### config.mk
export PLATFORM = sky130hd
export DESIGN_NAME = clc_dist_ram
export DESIGN_NICKNAME = d
export VERILOG_FILES = /design/src/rtl/clc_pkg.sv /design/src/rtl/clc_dist_ram.sv
export SDC_FILE = /design/constraint.sdc
export NUM_CORES = 2
export LEC_CHECK = 0
export BUFFER_PORTS_ARGS = -buffer_cell sky130_fd_sc_hd__buf_2
export CAP_MARGIN = 30
export CORE_MARGIN = 4
export CORE_UTILIZATION = 66
export CTS_BUF_LIST = sky130_fd_sc_hd__clkbuf_2
export DETAILED_ROUTE_END_ITERATION = 6
export PLACE_DENSITY = 0.82
export SLEW_MARGIN = 20
export SYNTH_ARGS = -nofsm -noshare
export SYNTH_HDL_FRONTEND = slang
export SYNTH_SLANG_ARGS = --single-unit
export TNS_END_PERCENT = 1
### constraint.sdc
create_clock -name clk -period 5.05 [get_ports clk]
set_input_delay 1.515 -clock clk [delete_from_list [all_inputs] [get_ports clk]]
set_output_delay 1.515 -clock clk [all_outputs]
set_load 0.1 [all_outputs]
### src/rtl/clc_pkg.sv
package clc_pkg;

  localparam int MAX_NODES = 16;
  localparam int IDX_W     = 4;
  localparam int CNT_W     = 5;
  localparam int DIST_W    = 16;
  localparam int ADDR_W    = 2 * IDX_W;

  localparam logic [CNT_W-1:0] NODE_COUNT_RESET = 5'd16;
  localparam logic [CNT_W-1:0] NODE_COUNT_MIN   = 5'd2;
  localparam logic [CNT_W-1:0] NODE_COUNT_MAX   = 5'd16;

  typedef logic [IDX_W-1:0]  idx_t;
  typedef logic [CNT_W-1:0]  cnt_t;
  typedef logic [DIST_W-1:0] dist_t;
  typedef logic [ADDR_W-1:0] addr_t;

  typedef enum logic [13:0] {
    S_IDLE     = 14'b00000000000001,
    S_MIRROR   = 14'b00000000000010,
    S_SCAN_RD  = 14'b00000000000100,
    S_SCAN_CMP = 14'b00000000001000,
    S_LBL_A    = 14'b00000000010000,
    S_EMIT     = 14'b00000000100000,
    S_MRG_RDA  = 14'b00000001000000,
    S_MRG_RDB  = 14'b00000010000000,
    S_MRG_CALC = 14'b00000100000000,
    S_MRG_WR   = 14'b00001000000000,
    S_MOV_RD   = 14'b00010000000000,
    S_MOV_CAP  = 14'b00100000000000,
    S_SWAP     = 14'b01000000000000,
    S_MOV_WR   = 14'b10000000000000
  } state_t;

endpackage

### src/rtl/clc_dist_ram.sv
module clc_dist_ram
  import clc_pkg::*;
(
  input  logic  clk,
  input  logic  we,
  input  addr_t waddr,
  input  dist_t wdata,
  input  addr_t raddr,
  output dist_t rdata
);

  // One write port and one registered read port over the full square matrix.
  dist_t mem [2**ADDR_W];

  always_ff @(posedge clk) begin
    if (we) begin
      mem[waddr] <= wdata;
    end
    rdata <= mem[raddr];
  end

endmodule

* Word-level counts from Yosys, hierarchy flattened
Memory sizes are Yosys's and may differ from the RTL's. A register that Yosys moved wholly into a read port is not among the register bits.
Cells that the tools add are included.
** Storage, ports and cells
- Register bits after elaboration :: 0
- Memory bits (writable) :: 4096
- Bits of input ports :: 34
- Output and inout bits :: 16
- Word-level logic and storage cells :: 3
- Memories :: 1
** Memories
- mem :: depth 256, width 16, read ports 1, clocked after Yosys merged registers in 1, wr ports 1, line clc_dist_ram.sv:13 : dist_t mem [2**ADDR_W];
** Operators by class
- Multiplexer cells :: 2
** Operator list (count)
- 1-bit 2-to-1 mux :: 2

* Longest topological paths before layout
- Depth in word-level cells :: 2
- Mapped depth :: 12
- Depth with buffers taken out :: 6

* Worst setup path after synthesis
OpenSTA, ideal clock, no wires.
- Path kind :: in2reg
- From :: in waddr[3]
- To :: mem mem[235][0] in the netlist's numbering (enable)
- Library setup time :: 0.388 ns
- Data arrival time :: 3.292 ns
- Required time :: 4.662 ns
- Path slack :: 1.370 ns
- Stages on the path :: 6
- Path buffers :: 3
- Cells stage by stage :: clkbuf_1 -> nor2b_1 -> clkbuf_1 -> nand4_1 -> clkbuf_1 -> nor2_1
** RTL lines
- start: declaration :: line clc_dist_ram.sv:6 : input addr_t waddr,
- end: declaration :: line clc_dist_ram.sv:13
Straight into the memory's write port.

* Worst setup path after layout
- From :: reg rdata[7] (read register of mem)
- To :: out rdata[7]
** RTL lines
- start: declaration :: line clc_dist_ram.sv:9 : output dist_t rdata
No word-level cell between the ends.

==> impl_metrics.csv <==
group,metric,value,unit
worst_setup_path,crit_arrival,3.24,ns
power,total_leakage_power,57.9,nW
die,start_util,0.665,
global_route,grt_pass1_wl,601,mm
sta,clock_skew,0.197,ns
clock_network,htreeDepth,6,
sta,tns,0,ns
worst_setup_path,path_max_fanout,1,
die,die_area,248000,um2
worst_setup_path,crit_start,"rdata[7]",
global_route,grt.total_usage,0.339,
worst_setup_path,cp.depth,1,
logic_synthesis,yosys.area.top_type,"edfxtp_1",
placement,place_hpwl,249,mm
worst_setup_path,r2r-end,"rdata[0]",
logic_synthesis,synth-edff-count,4096,
worst_setup_path,critical-path-max-stage-delay,0.64,ns
routing,post-route-drc-count,2,
routing,drt_wl_total,419,mm
sta,setup_viol,0,
global_route,grt_max_degree,143,
logic_synthesis,ys_ff_latch,4112,
sta,slew_violations,0,
die,die_w,498,um
worst_setup_path,crit_type,"flop to primary output",
worst_setup_path,reg2reg_from,"mem[131][0]",
sta,max_clock_freq,0.210,GHz
clock_network,cts_tree,"built",
sta,relSlewSlack,0.0752,
clock_network,post-cts-setup-buffer-count,0,
placement,portBuffers,49,
logic_synthesis,yosysWarnings,0,
power,seqPwrFrac,0.605,
routing,drt_iter0_drc,14200,
clock_network,cts_sinks,4112,
global_route,grt_pass1_vias,86900,
clock_network,clk_latency,2.13,ns
sta,tightest_slew,1.39,ns
die,fp.coreArea,239000,um2
power,totalPowerFinal,0.0622,W
power,p_per_area,356,nW/um2
final_layout,num-nets-final,8567,
clock_network,clock-root-buffer,"clkbuf_2",
worst_setup_path,critPathTopFamily,"flip-flops",
worst_setup_path,r2r_slack,1.88,ns
die,ios,50,
run_status,violations,"DRC",
die,fp.dieH,498,um
sta,hold_violations,0,
global_route,grt_overflow,0,
logic_synthesis,syn_area_per_cell,21.6,um2
worst_setup_path,required,3.54,ns
logic_synthesis,ys_seq_area_frac,0.777,
sta,rsz0062_at_grt,"no",
logic_synthesis,synthDistinctLibCells,52,
routing,ant_nets,0,
power,clockPowerShare,0.334,
clock_network,cts_resized,0,
worst_setup_path,slowest_stage,"dfxtp_1",
min_path,min-delay-start,"waddr[0]",
power,vdd_drop_max,0.286,mV
worst_setup_path,crit_chain,"buf_2",
worst_setup_path,worst_setup_path_end_kind,"primary output",
run_status,status,"complete, but fails checks",
clock_network,clock_path_buffers,4,
worst_setup_path,critical_path_buf_inv_count,1,
logic_synthesis,synth_top_area_frac,0.775,
final_layout,area_growth,10.1,%
logic_synthesis,syn-num-nets,7394,
logic_synthesis,ys.flop_type,"edfxtp_1",
logic_synthesis,syn-cell-area,159000,um2
power,p_switching,0.0153,W
power,power_frac_comb,0.061,
power,intPower,0.0468,W
power,sw_frac_of_total,0.247,
final_layout,fillerInstances,12800,
min_path,holdCritPathClass,"input pin to flop",
routing,wl_per_cell,33.6,um
logic_synthesis,async_reset_ff_frac,0,
sta,post-route-period-util,0.941,
routing,via_per_inst,6.94,
worst_setup_path,cp-endpoint,"rdata[7]",
logic_synthesis,ys_top_cells_by_area,"edfxtp_1 (77%), mux4_2 (11%), mux2i_1 (3.6%)",
sta,period_minus_slack,4.75,ns
global_route,antenna_found_initial,36,
placement,gp_congestion,0.942,
routing,dr.pass1.iters,7,
logic_synthesis,syn_inst,7360,
final_layout,drive_gt1_frac,0.329,
clock_network,cts_buffers,937,
routing,vias,86600,
worst_setup_path,cp-start-kind,"flop",
flow_run,max_cap_violations,0,
clock_network,clk_pin_slew_worst_paths,0.10,ns
die,num_rows,179,
worst_setup_path,reg2reg_depth,7,
-- cell usage after synthesis (all sizes together) (3+ instances only) --
cell type  number
a2111oi         6
a211oi         18
a21oi         175
a221oi         28
a22o           32
a22oi          43
a31oi           6
and3           11
buf           222
clkbuf        230
dfxtp          16
edfxtp       4096
inv             4
mux2           88
mux2i         565
mux4          797
nand2          38
nand2b          3
nand3          35
nand4          26
nand4b          3
nor2          304
nor2b           9
nor3           92
nor4           18
o21ai          38
o221ai        253
o22ai         148
o31ai          16
o32ai          21
or2             5
-- how the worst min path moves through the flow --
stage	depth (start not counted)	slack [ns]	endpoint
floorplan	6	0.85	rdata[1]
global placement	6	1.02	rdata[2]
detailed placement	6	1.08	rdata[3]
CTS	4	0.01	mem[179][4]
global route	4	0.13	mem[235][12]
finish	4	0.27	mem[179][4]
-- cells by family after synthesis --
logic type      Yosys count  share of synthesized area
simple gates            556                     0.0157
compound gates          786                     0.0354
flops                  4112                      0.777
buf+inv                 456                     0.0169
mux                    1450                      0.155
-- cells in the final DEF (no fill, tap or decap), types with 32 or more instances in the layout --
cell type and n:
mux2_2 88, mux2i_1 565, a22oi_1 43, o22ai_1 148, clkbuf_2 1380, nor3_1 88, a21oi_1 175, buf_12 66
edfxtp_1 4096, buf_4 551, clkinv_1 230, nand2_1 38, nor2_1 286, a22o_1 32, o221ai_1 252, o21ai_0 37
mux4_2 797
-- routing by layer --
layer,routed length (um),global-route usage
met1,134000,0.445
met2,195000,0.505
met3,64700,0.117
met4,25500,0.187
met5,150,0
-- power by group through the flow --
stage	combinational (W)	sequential, W	clock (W)
after floorplan	0.00186	0.0385	0
after global placement	0.00355	0.0384	0
after detailed placement	0.00368	0.0384	0
after CTS	0.00370	0.0376	0.0210
after global routing	0.00390	0.0377	0.0229
final	0.00379	0.0376	0.0207
-- stage by stage --
stage          setup WS [ns]  area (um2)  std cells  utilization  hold slack [ns]
2_1_floorplan           1.37      159000       7360            -            0.854
6_report               0.298      175000      12500        0.733            0.269
4_1_cts                0.136      175000      12400        0.733           0.0123
3_5_place_dp          -0.109      166000      10700        0.696             1.08
5_1_grt                0.198      175000      12500        0.733            0.133
3_3_place_gp         -0.0820      166000      10700        0.696             1.02
-- cell type report --
type	count	area, um2	area share
clock inverters	304	1610	0.00919
flip-flops and latches	4112	123000	0.705
multi-input cells	2792	32800	0.188
diodes	31	77.6	0.000444
clock buffers	1380	6910	0.0395
repair buffers	686	6080	0.0348
well taps	3167	3960	0.0227
inverters	4	27.5	0.000157
-- registers in the layout, indices dropped and copies added (netlist names) --
register and cells:
mem 4096, rdata 16
-- repair_timing --
action,in CTS,in global routing
endpoints found under the hold margin,1832,0
hold buffers,19,0
setup endpoints to repair,0,0
Note: power is estimated with default switching activity, not from simulation.
